## src/rtl/core/dqfs_pkg.sv

```systemverilog
package dqfs_pkg;

	localparam int DEF_FIELD_CAPACITY = 256;
	localparam int DEF_COLUMN_LIMIT   = 6;

	localparam logic [7:0] CH_NUL = 8'h00;
	localparam logic [7:0] CH_LF  = 8'h0a;
	localparam logic [7:0] CH_CR  = 8'h0d;

	localparam logic [7:0] RST_DELIMITER   = 8'h7c;
	localparam logic [7:0] RST_QUOTE       = 8'h22;
	localparam logic [2:0] RST_MAX_COLUMNS = 3'd6;

	typedef enum logic [1:0] {
		REG_DELIMITER   = 2'd0,
		REG_QUOTE       = 2'd1,
		REG_MAX_COLUMNS = 2'd2
	} reg_idx_t;

	typedef enum logic [1:0] {
		KIND_DATA  = 2'd0,
		KIND_END   = 2'd1,
		KIND_ERROR = 2'd2
	} kind_t;

	typedef enum logic [1:0] {
		ERR_LONG    = 2'd0,
		ERR_COLUMNS = 2'd1,
		ERR_QUOTE   = 2'd2
	} err_t;

	typedef struct packed {
		logic [7:0] delimiter_byte;
		logic [7:0] quote_byte;
		logic [2:0] max_columns;
	} cfg_t;

	typedef struct packed {
		kind_t      kind;
		logic [7:0] data_byte;
		logic [2:0] column_number;
		logic [7:0] field_length;
		logic       line_done;
		logic [2:0] column_count;
		err_t       error_code;
	} res_t;

endpackage

```

## src/rtl/core/delimited_quoted_field_splitter.sv

```systemverilog
// Channel | Handshake             | Payload
// --------+-----------------------+--------------------------------------------
// in      | in_valid / in_ready   | text_byte
// out     | out_valid / out_ready | kind, data_byte, column_number,
//         |                       | field_length, line_done, column_count,
//         |                       | error_code
// cfg     | cfg_valid / cfg_ready | cfg_index, cfg_data
//
// One item per cycle sustained, unless a stalled result blocks an item that produces a result.
// Each item is registered, then one combinational pass over the line state
// produces the result register contents and the next state.
// Reset clears line state and loads delimiter '|', quote '"', six columns.
// A stalled result holds only items that produce a result; items that
// produce none keep moving.
module delimited_quoted_field_splitter
	import dqfs_pkg::*;
#(
	parameter int FIELD_CAPACITY = DEF_FIELD_CAPACITY,
	parameter int COLUMN_LIMIT   = DEF_COLUMN_LIMIT
) (
	input  logic       clk,
	input  logic       arst_n,
	input  logic       in_valid,
	output logic       in_ready,
	input  logic [7:0] text_byte,
	output logic       out_valid,
	input  logic       out_ready,
	output logic [1:0] kind,
	output logic [7:0] data_byte,
	output logic [2:0] column_number,
	output logic [7:0] field_length,
	output logic       line_done,
	output logic [2:0] column_count,
	output logic [1:0] error_code,
	input  logic       cfg_valid,
	output logic       cfg_ready,
	input  logic [1:0] cfg_index,
	input  logic [7:0] cfg_data
);

	localparam int CNT_W = $clog2(FIELD_CAPACITY);
	localparam int COL_W = $clog2(COLUMN_LIMIT + 1);

	cfg_t             cfg;
	logic             valid_s1;
	logic [7:0]       byte_s1;
	logic             valid_s2;
	res_t             res_s2;
	logic             skip_q;
	logic             in_quotes_q;
	logic             q_pending_q;
	logic [COL_W-1:0] column_q;
	logic [CNT_W-1:0] bytes_q;
	logic             skip_nxt;
	logic             in_quotes_nxt;
	logic             q_pending_nxt;
	logic [COL_W-1:0] column_nxt;
	logic [CNT_W-1:0] bytes_nxt;
	logic             has_res;
	res_t             res;
	logic             out_free;
	logic             advance;

	assign cfg_ready = 1'b1;

	dqfs_cfg u_cfg (
		.clk      (clk),
		.arst_n   (arst_n),
		.wr_en    (cfg_valid && cfg_ready),
		.wr_index (cfg_index),
		.wr_data  (cfg_data),
		.cfg      (cfg)
	);

	dqfs_step #(
		.FIELD_CAPACITY (FIELD_CAPACITY),
		.COLUMN_LIMIT   (COLUMN_LIMIT)
	) u_step (
		.cfg           (cfg),
		.text_byte     (byte_s1),
		.skip          (skip_q),
		.in_quotes     (in_quotes_q),
		.q_pending     (q_pending_q),
		.column        (column_q),
		.bytes         (bytes_q),
		.skip_nxt      (skip_nxt),
		.in_quotes_nxt (in_quotes_nxt),
		.q_pending_nxt (q_pending_nxt),
		.column_nxt    (column_nxt),
		.bytes_nxt     (bytes_nxt),
		.has_res       (has_res),
		.res           (res)
	);

	assign out_free = !valid_s2 || out_ready;
	assign advance  = valid_s1 && (!has_res || out_free);
	assign in_ready = !valid_s1 || advance;

	always_ff @(posedge clk or negedge arst_n) begin
		if (!arst_n) begin
			valid_s1 <= 1'b0;
		end else if (in_ready) begin
			valid_s1 <= in_valid;
		end
	end

	always_ff @(posedge clk) begin
		if (in_valid && in_ready) begin
			byte_s1 <= text_byte;
		end
	end

	always_ff @(posedge clk or negedge arst_n) begin
		if (!arst_n) begin
			skip_q      <= 1'b0;
			in_quotes_q <= 1'b0;
			q_pending_q <= 1'b0;
			column_q    <= '0;
			bytes_q     <= '0;
		end else if (advance) begin
			skip_q      <= skip_nxt;
			in_quotes_q <= in_quotes_nxt;
			q_pending_q <= q_pending_nxt;
			column_q    <= column_nxt;
			bytes_q     <= bytes_nxt;
		end
	end

	always_ff @(posedge clk or negedge arst_n) begin
		if (!arst_n) begin
			valid_s2 <= 1'b0;
		end else if (out_free) begin
			valid_s2 <= advance && has_res;
		end
	end

	always_ff @(posedge clk) begin
		if (advance && has_res) begin
			res_s2 <= res;
		end
	end

	assign out_valid     = valid_s2;
	assign kind          = res_s2.kind;
	assign data_byte     = res_s2.data_byte;
	assign column_number = res_s2.column_number;
	assign field_length  = res_s2.field_length;
	assign line_done     = res_s2.line_done;
	assign column_count  = res_s2.column_count;
	assign error_code    = res_s2.error_code;

	a_skip_clean: assert property (@(posedge clk) disable iff (!arst_n)
		skip_q |-> !in_quotes_q && !q_pending_q && (column_q == '0) && (bytes_q == '0))
		else $error("skipping with live line state");

	a_quote_err_done: assert property (@(posedge clk) disable iff (!arst_n)
		out_valid && (kind == KIND_ERROR) && (error_code == ERR_QUOTE) |-> line_done)
		else $error("unterminated quote error without line end");

	a_data_clean: assert property (@(posedge clk) disable iff (!arst_n)
		out_valid && (kind == KIND_DATA)
		|-> (field_length == 8'd0) && (column_count == 3'd0) && !line_done)
		else $error("data item carries field end information");

	a_no_drop: assert property (@(posedge clk) disable iff (!arst_n)
		valid_s1 && has_res && !out_free |=> valid_s1 && $stable(byte_s1))
		else $error("blocked item left the input stage");

endmodule

```

## src/rtl/core/dqfs_cfg.sv

```systemverilog
module dqfs_cfg
	import dqfs_pkg::*;
(
	input  logic       clk,
	input  logic       arst_n,
	input  logic       wr_en,
	input  logic [1:0] wr_index,
	input  logic [7:0] wr_data,
	output cfg_t       cfg
);

	cfg_t cfg_q;

	always_ff @(posedge clk or negedge arst_n) begin
		if (!arst_n) begin
			cfg_q.delimiter_byte <= RST_DELIMITER;
			cfg_q.quote_byte     <= RST_QUOTE;
			cfg_q.max_columns    <= RST_MAX_COLUMNS;
		end else if (wr_en) begin
			unique case (reg_idx_t'(wr_index))
				REG_DELIMITER:   cfg_q.delimiter_byte <= wr_data;
				REG_QUOTE:       cfg_q.quote_byte     <= wr_data;
				REG_MAX_COLUMNS: cfg_q.max_columns    <= wr_data[2:0];
				default: ;
			endcase
		end
	end

	assign cfg = cfg_q;

endmodule

```

## src/rtl/core/dqfs_step.sv

```systemverilog
module dqfs_step
	import dqfs_pkg::*;
#(
	parameter int FIELD_CAPACITY = DEF_FIELD_CAPACITY,
	parameter int COLUMN_LIMIT   = DEF_COLUMN_LIMIT,
	localparam int CNT_W = $clog2(FIELD_CAPACITY),
	localparam int COL_W = $clog2(COLUMN_LIMIT + 1)
) (
	input  cfg_t             cfg,
	input  logic [7:0]       text_byte,
	input  logic             skip,
	input  logic             in_quotes,
	input  logic             q_pending,
	input  logic [COL_W-1:0] column,
	input  logic [CNT_W-1:0] bytes,
	output logic             skip_nxt,
	output logic             in_quotes_nxt,
	output logic             q_pending_nxt,
	output logic [COL_W-1:0] column_nxt,
	output logic [CNT_W-1:0] bytes_nxt,
	output logic             has_res,
	output res_t             res
);

	logic             at_end;
	logic             is_quote;
	logic             is_delim;
	logic [COL_W-1:0] col_lim;
	logic [COL_W:0]   col_inc;
	logic [CNT_W:0]   bytes_inc;
	logic             too_long;
	logic             go_on;
	logic             eff_quotes;
	logic             do_store;

	assign at_end   = (text_byte == CH_NUL) || (text_byte == CH_LF) || (text_byte == CH_CR);
	assign is_quote = (text_byte == cfg.quote_byte);
	assign is_delim = (text_byte == cfg.delimiter_byte);
	assign col_lim  = ((cfg.max_columns == 3'd0) || (32'(cfg.max_columns) > COLUMN_LIMIT))
		? COL_W'(COLUMN_LIMIT) : COL_W'(cfg.max_columns);
	assign col_inc   = {1'b0, column} + 1'b1;
	assign bytes_inc = {1'b0, bytes} + 1'b1;
	assign too_long  = (bytes_inc >= (CNT_W+1)'(FIELD_CAPACITY));

	always_comb begin
		skip_nxt          = skip;
		in_quotes_nxt     = in_quotes;
		q_pending_nxt     = q_pending;
		column_nxt        = column;
		bytes_nxt         = bytes;
		has_res           = 1'b0;
		res.kind          = KIND_DATA;
		res.data_byte     = 8'd0;
		res.column_number = 3'(column);
		res.field_length  = 8'd0;
		res.line_done     = 1'b0;
		res.column_count  = 3'd0;
		res.error_code    = ERR_LONG;
		go_on             = 1'b0;
		eff_quotes        = in_quotes;
		do_store          = 1'b0;

		if (skip) begin
			if (at_end) begin
				skip_nxt      = 1'b0;
				in_quotes_nxt = 1'b0;
				q_pending_nxt = 1'b0;
				column_nxt    = '0;
				bytes_nxt     = '0;
			end
		end else begin
			if (q_pending) begin
				q_pending_nxt = 1'b0;
				if (is_quote) begin
					do_store = 1'b1;
				end else begin
					in_quotes_nxt = 1'b0;
					eff_quotes    = 1'b0;
					go_on         = 1'b1;
				end
			end else if (is_quote) begin
				if (in_quotes) begin
					q_pending_nxt = 1'b1;
				end else begin
					in_quotes_nxt = 1'b1;
				end
			end else begin
				go_on = 1'b1;
			end

			if (go_on) begin
				if (eff_quotes) begin
					if (at_end) begin
						has_res        = 1'b1;
						res.kind       = KIND_ERROR;
						res.line_done  = 1'b1;
						res.error_code = ERR_QUOTE;
						in_quotes_nxt  = 1'b0;
						q_pending_nxt  = 1'b0;
						column_nxt     = '0;
						bytes_nxt      = '0;
					end else begin
						do_store = 1'b1;
					end
				end else if (at_end || is_delim) begin
					has_res = 1'b1;
					if (column >= col_lim) begin
						res.kind       = KIND_ERROR;
						res.line_done  = at_end;
						res.error_code = ERR_COLUMNS;
						in_quotes_nxt  = 1'b0;
						q_pending_nxt  = 1'b0;
						column_nxt     = '0;
						bytes_nxt      = '0;
						skip_nxt       = !at_end;
					end else if (at_end) begin
						res.kind         = KIND_END;
						res.field_length = 8'(bytes);
						res.line_done    = 1'b1;
						res.column_count = 3'(col_inc);
						in_quotes_nxt    = 1'b0;
						q_pending_nxt    = 1'b0;
						column_nxt       = '0;
						bytes_nxt        = '0;
					end else begin
						res.kind         = KIND_END;
						res.field_length = 8'(bytes);
						column_nxt       = COL_W'(col_inc);
						bytes_nxt        = '0;
					end
				end else begin
					do_store = 1'b1;
				end
			end

			if (do_store) begin
				has_res = 1'b1;
				if (too_long) begin
					res.kind       = KIND_ERROR;
					res.error_code = ERR_LONG;
					in_quotes_nxt  = 1'b0;
					q_pending_nxt  = 1'b0;
					column_nxt     = '0;
					bytes_nxt      = '0;
					skip_nxt       = 1'b1;
				end else begin
					res.kind      = KIND_DATA;
					res.data_byte = text_byte;
					bytes_nxt     = CNT_W'(bytes_inc);
				end
			end
		end
	end

endmodule

```

## config.mk

```make
export PLATFORM = sky130hd
export DESIGN_NAME = delimited_quoted_field_splitter
export DESIGN_NICKNAME = d
export VERILOG_FILES = /design/src/rtl/core/dqfs_pkg.sv /design/src/rtl/core/delimited_quoted_field_splitter.sv /design/src/rtl/core/dqfs_cfg.sv /design/src/rtl/core/dqfs_step.sv
export SDC_FILE = /design/constraint.sdc
export NUM_CORES = 1
export LEC_CHECK = 0
export ABC_AREA = 1
export BUFFER_PORTS_ARGS = -buffer_cell sky130_fd_sc_hd__buf_2
export CAP_MARGIN = 0
export CORE_MARGIN = 8
export CORE_UTILIZATION = 51
export DETAILED_ROUTE_END_ITERATION = 10
export PLACE_DENSITY = 0.8
export SLEW_MARGIN = 15
export SYNTH_ARGS = -nofsm -noshare
export SYNTH_HDL_FRONTEND = slang
export SYNTH_SLANG_ARGS = --single-unit
export TNS_END_PERCENT = 20
```

## constraint.sdc

```tcl
create_clock -name clk -period 2.45 [get_ports clk]
set_input_delay 0.3675 -clock clk [delete_from_list [all_inputs] [get_ports clk]]
set_output_delay 0.3675 -clock clk [all_outputs]
set_load 0.1 [all_outputs]
```

==> flow_summary.ini, run 1 <==
[power_and_ir_drop]
switching_share = 0.421
power_switching_mw = 1.79
p_per_area_mw_per_mm2 = 1040
p_comb_frac = 0.369
p_leak_nw = 1.95
seqPwrFrac = 0.389
p_int_mw = 2.46
pwr-share-clk = 0.242
ir_worst_vdd_mv = 0.429

[detailed_routing]
avgRoutedWirePerCell_um = 13.2
drt_iter0_drc = 118
drc_errors = 0
ant_nets = 0
wl_mm = 7.14
vias = 2673
vias_per_cell = 4.96
first_pass_iters = 4

[sta]
worst_pin_slew_ps = 804
fmax_mhz = 434
fin_setup_tns_ps = 0
min_period_over_period = 0.940
slew-limit-headroom = 0.464
drv_slew = 0
min_period_ps = 2300
hold_viol = 0
setup_viol = 0
setup_ws_ps = 148
fin_skew_ps = 6.74
rsz0062_at_grt = false

[worst_setup_path]
regToRegSetupSlack_ps = 260
path_class = register to output port
crit_arrival_ps = 1930
worst_ep_required_time_ps = 2080
critPathSlowestCell = dfstp_2
path_delay_family = simple AND/OR/NAND/NOR gates
path_max_fanout = 5
worstPathCellList = inv_1 > nand2_1 > nand2_1 > nor2_1 > nand2_2 > nor2_4 > nand2_4 > nand2_2 > inv_2 > nand4_1 > buf_12
crit_buf_inv = 3
cp-start-kind = register
cp_slowest_stage_delay_ps = 550
end_kind = output port

[clock_network]
cts_tree = yes
clk_path_buf_depth = 2
path_clk_slew_ps = 70
cts_root_buf = clkbuf_8
clk_latency_ps = 360
numCtsBuffers = 9
htree_levels = 3
ctsHoldBuffers = 0
cts_sinks = 70

[yosys]
synth_cells = 393
yosysUniqueCellTypes = 29
synth.area.top_cells = edfxtp_1, dfrtp_1, nand2_1
ys_warn_count = 0
ys_seq_area_frac = 0.557
synth_top_area_frac = 0.302
synth_area_mm2 = 0.00348
ys_seq_elements = 70
synth_top_area_cell = edfxtp_1
syn_nets = 421
syn_area_per_cell_um2 = 8.85

[final_layout]
area_growth_pct = 17.5
final_util = 0.612
diodes = 0
drive_above_1_share = 0.227
nNetsFinal = 482
layoutNonFillerInstCount = 539
final_cell_area_mm2 = 0.00409

[floorplanning]
io_pins = 53
core_mm2 = 0.00668
start_util = 0.521
core.rowCount = 30
die_area_mm2 = 0.00972
fp.dieW_um = 98.6
die_h_um = 98.6

[global_routing]
busiest_layer = met2
antenna_found_initial = 0
grt_util_met3 = 0.0599
grt_pass1_vias = 2563
grt_pass1_wl_mm = 11.7
met2_usage = 0.240
grt_max_degree = 36
grt_overflow_total = 0
met1_usage = 0.179
grtUsageTotal = 0.153

[placement]
portBuffers = 51
post-place-ws_ps = 266
placed_area_mm2 = 0.00386
place.gp.congestion = 0.837
place_hpwl_mm = 5.28
placedCellCount = 522

[status]
status = completed

[job]
maxCapViolations = 0

[hold_path]
hold_class = input pin to asynchronous set/reset pin
## cells by family (layout without fill, tap and decap cells)
group	count (synthesis)	after routing	synth area share
simple gates	193	193	0.245
flops	70	70	0.557
buf+inv	63	129	0.0712
compound gates	46	46	0.0701
xor+xnor	15	15	0.0378
fa+ha+maj	5	5	0.0180
other cells	1	1	0.00108
## per-stage QoR
| step | hold WS, ps | total power, mW |
|---|---|---|
| after floorplan | 71.9 | 2.93 |
| after global placement | 488 | 3.21 |
| after detailed placement | 493 | 3.24 |
| after CTS | 120 | 4.27 |
| after global routing | 157 | 4.48 |
| final | 96.9 | 4.25 |
## cells in the final DEF (no fill, tap or decap), types with 2 or more instances in the layout
cell         n
dfstp_2      9
o21ai_1      3
a21oi_1     12
buf_2       50
inv_2        6
nor3_1       2
inv_1       52
nand2_1    102
dfrtp_1     25
ha_1         5
nand2_4      5
xnor2_1      7
nand3_2      2
edfxtp_1    35
nand4_1      7
buf_4        3
nand3_1     16
buf_12       2
bufinv_16    2
nand3b_1     2
clkbuf_8    10
o21ai_2      2
nand2_2      5
o21ai_0     28
nor2_4       2
nor2_1      48
xor2_1       8
## repair_timing
action / in CTS / in global routing
hold endpoints to repair: 0 / 0
buffers inserted: 1 / 0
endpoints found under the setup margin: 1 / 1
pin swaps: 1 / 1
gates resized for setup: 0 / 0
## layout make-up
type | instances | area (µm²)
Tap cell | 80 | 100
Timing Repair Buffer | 55 | 313
Clock buffer | 10 | 138
Multi-Input combinational cell | 260 | 1300
Inverter | 58 | 218
Fill cell | 576 | 2590
Sequential cell | 70 | 1940
Clock inverter | 6 | 85.1
## final timing paths
kind	startpoint	end	depth (start not counted)
setup / recovery	u_cfg.cfg[4]	in_ready	11
hold / removal	arst_n	u_cfg.cfg[9]	1
setup reg to reg	byte_s1[3]	field_length[5]	10
hold reg to reg	u_cfg.cfg[16]	u_cfg.cfg[16]	2
max in group asynchronous	arst_n	out_valid	1
min in group clk	text_byte[6]	byte_s1[6]	1
## power groups by stage
stage,combinational [mW],clock [mW],sequential [mW]
after floorplan,0.708,0,2.23
after global placement,1.54,0,1.67
after detailed placement,1.56,0,1.68
after CTS,1.57,1.05,1.65
after global routing,1.70,1.10,1.68
final,1.57,1.03,1.66
## cell usage after synthesis
cell      count
a21oi_1      12
dfrtp_1      26
ha_1          5
xnor2_1       7
conb_1        1
o21ai_0      28
and3_1        1
nand2_2       4
dfstp_2       9
buf_4         1
nand3b_1      2
nor3_1        2
nor2_2        1
buf_6         1
nand3_2       2
nor2_1       48
o21ai_1       3
nand2_4       5
nand3_1      16
clkbuf_1      3
xor2_1        8
o21bai_2      1
inv_1        54
o21ai_2       2
inv_2         4
nor2_4        2
nand4_1       7
edfxtp_1     35
nand2_1     103
## metal layers
layer  share of wire  wire length (µm)
met5               0                 0
met4           0.022               159
met3           0.066               469
met2            0.47              3360
met1            0.44              3150
## sequential cells by signal, indices dropped and copies added (netlist names)
| name | count |
|---|---|
| kind | 2 |
| in_quotes_q | 1 |
| error_code | 2 |
| column_number | 3 |
| data_byte | 8 |
| bytes_q | 8 |
| u_cfg.cfg | 19 |
| field_length | 8 |
| byte_s1 | 8 |
| out_valid | 1 |
| column_count | 3 |
| column_q | 3 |
| q_pending_q | 1 |
| valid_s1 | 1 |
| skip_q | 1 |
| line_done | 1 |
(Power assumes the default switching activity.)
==> run 2, diff against run 1 <==
ABC_AREA = unset   (was 1)
==> run 2 against run 1 <==
Global-route usage is essentially flat; worst hold slack lost 5.4 ps; combinational power shrank 50%; non-clock buffer count grew 8; setup slack lost 18 ps; critical path depth shrank 6; routed wire length grew 0.25%; clock skew shrank 1.3 ps; sequential share of layout area grew 1.5 points; area after synthesis shrank 4.7%; cell area shrank 3.1%; highest routed layer unchanged.
==> flow_summary.ini, run 2 <==
[global_routing]
grt_max_degree = 36
grt_pass1_wl_mm = 11.7
grtUsageTotal = 0.153
grt_pass1_vias = 2464
grt_overflow_total = 0
antenna_found_initial = 0

[yosys]
yosysUniqueCellTypes = 58
syn_area_per_cell_um2 = 12.8
synth_top_area_cell = edfxtp_1
synthTopCellsByCount = edfxtp_1, dfrtp_1, mux2_2
ys_seq_elements = 70
synth_edf_count = 35
synth_top_area_frac = 0.317
syn_nets = 288
synth_ff_type = edfxtp_1
ys_async_sr_fraction = 0.500
synth_most_common_cell = edfxtp_1
synthAdderAreaFrac = 0.0189
synth_area_mm2 = 0.00332
synth_top_family_by_area = simple AND/OR/NAND/NOR gates
synth-xor-area-share = 0.0475
synth.area.top_cells = edfxtp_1, dfrtp_1, dfstp_2
yosys.area_share.simple = 0.166
ys_seq_area_frac = 0.584
ys_warn_count = 0
synth_compound_area_frac = 0.100
synth_cells = 260
synth_mux_area_frac = 0.0679

[worst_setup_path]
startpoint = byte_s1[3]
path_class = register to output port
cp-start-kind = register
r2r-start = byte_s1[3]
crit_end = in_ready
ff2ff_path_depth = 7
path_max_fanout = 5
end_kind = output port
regToRegSetupSlack_ps = 140
worst_ep_required_time_ps = 2080
r2r-end = column_q[2]
crit_arrival_ps = 1950

[clock_network]
ctsHoldBuffers = 0
numCtsBuffers = 9
cts_tree = yes
cts_root_buf = clkbuf_8
cts_setup_buffers = 0
cts.repair.resized = 0
clk_latency_ps = 340
clk_path_buf_depth = 2
htree_levels = 3
path_clk_slew_ps = 70
cts_sinks = 70

[detailed_routing]
drc_errors = 0
vias_per_cell = 5.74
drt_iter0_drc = 182
routed-wl-met3_um = 514
wl_mm = 7.16
topRoutingLayerUsed = met4
vias = 2359
first_pass_iters = 4
route.met2.wl_mm = 3.58
ant_nets = 0
avgRoutedWirePerCell_um = 17.4
wl_met1_mm = 2.95

[floorplanning]
fp.dieW_um = 96.6
die_area_mm2 = 0.00934
io_pins = 53
start_util = 0.525
core.rowCount = 29
core_mm2 = 0.00631
die_h_um = 96.6

[placement]
place.gp.congestion = 0.918
place_hpwl_mm = 5.35
portBuffers = 51

[sta]
min_period_ps = 2320
hold_ws_ps = 91.4
slew-limit-headroom = 0.480
setup_viol = 0
fin_skew_ps = 5.42
min_period_over_period = 0.947
rsz0062_at_grt = true
fmax_mhz = 431
fin_setup_tns_ps = 0
hold_viol = 0
drv_slew = 0
worst_pin_slew_ps = 768

[final_layout]
drive_above_1_share = 0.350
layout_common_cells = buf_2, edfxtp_1, dfrtp_1, mux2_2, and2_1
area_growth_pct = 19.5
layout_commonest_cell = buf_2
largest_register_ffs = 19
diodes = 0
final_util = 0.628
nNetsFinal = 357

[power_and_ir_drop]
ir_worst_vdd_mv = 0.512
p_per_area_mw_per_mm2 = 838
p_leak_nw = 1.65
p_total_mw = 3.32

[hold_path]
hold_class = input pin to asynchronous set/reset pin

[status]
status = completed

[job]
maxCapViolations = 0
[run 2: metrics by stage]
step	cells	area (µm²)	setup WS [ps]
CTS	411	3950	28.7
detailed placement	395	3730	49.5
global route	411	3960	-0.643
finish	411	3960	130
global placement	395	3730	106
floorplan	260	3320	-245
[run 2: final cells by class]
cell class | instances | area [µm²]
fillers | 498 | 2350
clock inverters | 7 | 88.8
clock buffers | 9 | 124
repair buffers | 63 | 360
flip-flops and latches | 70 | 1940
multi-input cells | 183 | 1350
well taps | 77 | 96.3
inverters | 2 | 7.51
[run 2: per-layer routing]
| layer | vias up | GRT usage |
|---|---|---|
| li1 | 1108 | - |
| met1 | 1149 | 0.169 |
| met2 | 89 | 0.259 |
| met3 | 13 | 0.0583 |
| met4 | 0 | 0.0604 |
| met5 | - | 0 |
[run 2: critical path: stages (launching register included)]
cell and delay [ps]:
edfxtp_1 530, xnor2_1 250, nand4_1 210, nor3_2 260, or3_4 190, buf_12 170
[run 2: kinds of logic (layout without fill, tap and decap cells)]
logic type,Yosys count,in the layout
AO/OA/AOI/OAI,40,40
XOR/XNOR,18,18
adder cells (fa/ha/maj),5,5
buffers and inverters,7,81
flip-flops,70,70
multiplexers,20,20
other,1,1
AND/OR/NAND/NOR,99,99
[run 2: report_power, final]
part	switching [mW]	internal, mW	total, mW
Combinational	0.529	0.259	0.787
Clock	0.421	0.566	0.987
Sequential	0.132	1.42	1.55
Total	1.08	2.24	3.32
[run 2: worst min path at each step]
stage	from	end	slack [ps]
6_report	arst_n	u_cfg.cfg[18]	90
3_3_place_gp	arst_n	u_cfg.cfg[18]	480
4_1_cts	arst_n	u_cfg.cfg[7]	110
2_1_floorplan	arst_n	bytes_q[0]	70
5_1_grt	arst_n	u_cfg.cfg[18]	150
3_5_place_dp	arst_n	u_cfg.cfg[18]	480
==> run 3, diff against run 2 <==
MAX_ROUTING_LAYER = met4   (was unset)
PLACE_DENSITY = 0.87   (was 0.8)
==> run 3 against run 2 <==
Cell area down 0.16%; power shrank 0.64%; routed wire length down 3.5%; flip-flop and latch count unchanged; clock power down 1%; critical path type is now register to register.
==> flow_summary.ini, run 3 (same netlist as run 2, synthesis figures left out) <==
[clock_network]
clk_latency_ps = 350
clk_path_buf_depth = 2
numCtsBuffers = 9
cts_root_buf = clkbuf_8
cts_tree = yes
cts_sinks = 70
path_clk_slew_ps = 80
cts_setup_buffers = 0
htree_levels = 3

[sta]
min_period_over_period = 0.953
slew-limit-headroom = 0.478
hold_viol = 0
fmax_mhz = 428
drv_slew = 0
min_period_ps = 2330
setup_viol = 0
worst_pin_slew_ps = 784
fin_setup_tns_ps = 0
fin_skew_ps = 7.93

[final_layout]
drive_above_1_share = 0.354
multi_input_area_mm2 = 0.00134
fillers = 495
diodes = 0
nNetsFinal = 356
seq_area_mm2 = 0.00194
layout_commonest_cell = buf_2
area_growth_pct = 19.3
layout_common_cells = buf_2, edfxtp_1, dfrtp_1, mux2_2, and2_1
final_util = 0.627
largest_register_ffs = 19

[job]
maxCapViolations = 0

[worst_setup_path]
cp_slowest_stage_delay_ps = 550
crit_arrival_ps = 2590
regToRegSetupSlack_ps = 120
crit_buf_inv = 1
worst_ep_required_time_ps = 2710
end_kind = register
path_delay_family = compound AO/OA/AOI/OAI gates
cp-start-kind = register
path_max_fanout = 4
ff2ff_path_depth = 9
critPathSlowestCell = dfstp_2
r2r-start = u_cfg.cfg[1]
r2r-end = column_q[2]
path_class = register to register
worstPathCellList = a21boi_0 > ha_1 > nand2b_1 > a211o_1 > a21boi_1 > nor4b_2 > buf_4 > a22oi_1 > a32oi_1

[global_routing]
antenna_found_initial = 0
grt_overflow_total = 0
grtUsageTotal = 0.157
grt_pass1_wl_mm = 11.6
grt_pass1_vias = 2333
grt_max_degree = 36

[hold_path]
hold_class = input pin to asynchronous set/reset pin

[power_and_ir_drop]
ir_worst_vdd_mv = 0.508
p_per_area_mw_per_mm2 = 834
p_leak_nw = 1.65
p_total_mw = 3.30

[detailed_routing]
vias_per_cell = 5.73
drt_iter0_drc = 209
vias = 2350
avgRoutedWirePerCell_um = 16.8
first_pass_iters = 5
drc_errors = 0
wl_mm = 6.91
ant_nets = 0

[placement]
place.gp.congestion = 0.949
portBuffers = 51
place_hpwl_mm = 5.16

[floorplanning]
die_h_um = 96.6
die_area_mm2 = 0.00934
core.rowCount = 29
io_pins = 53
core_mm2 = 0.00631
start_util = 0.525
fp.dieW_um = 96.6

[status]
status = completed
[run 3: changes by cell type in the layout (fill, tap and decap cells not counted), moves of 2 or more]
cell	previous run	this run
bufinv_16	2	0
clkinv_1	3	0
clkbuf_8	9	11
clkbuf_16	0	2
[run 3: power by group]
part	internal, mW	total [mW]	leakage (nW)	switching (mW)
registers	1.42	1.54	0.768	0.126
clock network	0.546	0.976	0.112	0.430
logic	0.254	0.784	0.766	0.530
[run 3: how the worst max path moves through the flow]
stage	from	slack, ps	cells past startpoint	to
detailed placement	u_cfg.cfg[1]	70	8	field_length[5]
CTS	u_cfg.cfg[1]	50	9	column_q[2]
global placement	u_cfg.cfg[2]	120	9	column_q[2]
global route	u_cfg.cfg[1]	-10	9	column_q[2]
floorplan	out_valid	-240	5	bytes_q[5]
finish	u_cfg.cfg[1]	120	9	column_q[2]
[run 3: layer usage]
layer  global-route usage  vias up  wire length [µm]
met1                0.186     1134              2950
met2                0.240       97              3350
met3               0.0626       11               501
li1                     -     1108                 -
met5                    -        -                 0
met4               0.0497        0               106
[run 3: area by class of cell]
type	instances	area share
Clock buffer	13	0.0509
Clock inverter	3	0.00537
Inverter	2	0.00190
Multi-Input combinational cell	183	0.339
Sequential cell	70	0.490
Tap cell	77	0.0243
Timing Repair Buffer	62	0.0892
[run 3: through the flow]
step / setup WS, ps / hold slack [ps] / instances / area [µm²]
global placement: 116 / 475 / 394 / 3730
CTS: 45.8 / 108 / 410 / 3950
finish: 116 / 97.0 / 410 / 3960
floorplan: -245 / 71.9 / 260 / 3320
global route: -10.8 / 155 / 410 / 3960
detailed placement: 73.0 / 487 / 394 / 3730
[run 3: timing repair]
action | CTS | global route
setup endpoints to repair | 0 | 11
gates resized for setup | 0 | 3
hold buffers | 0 | 0
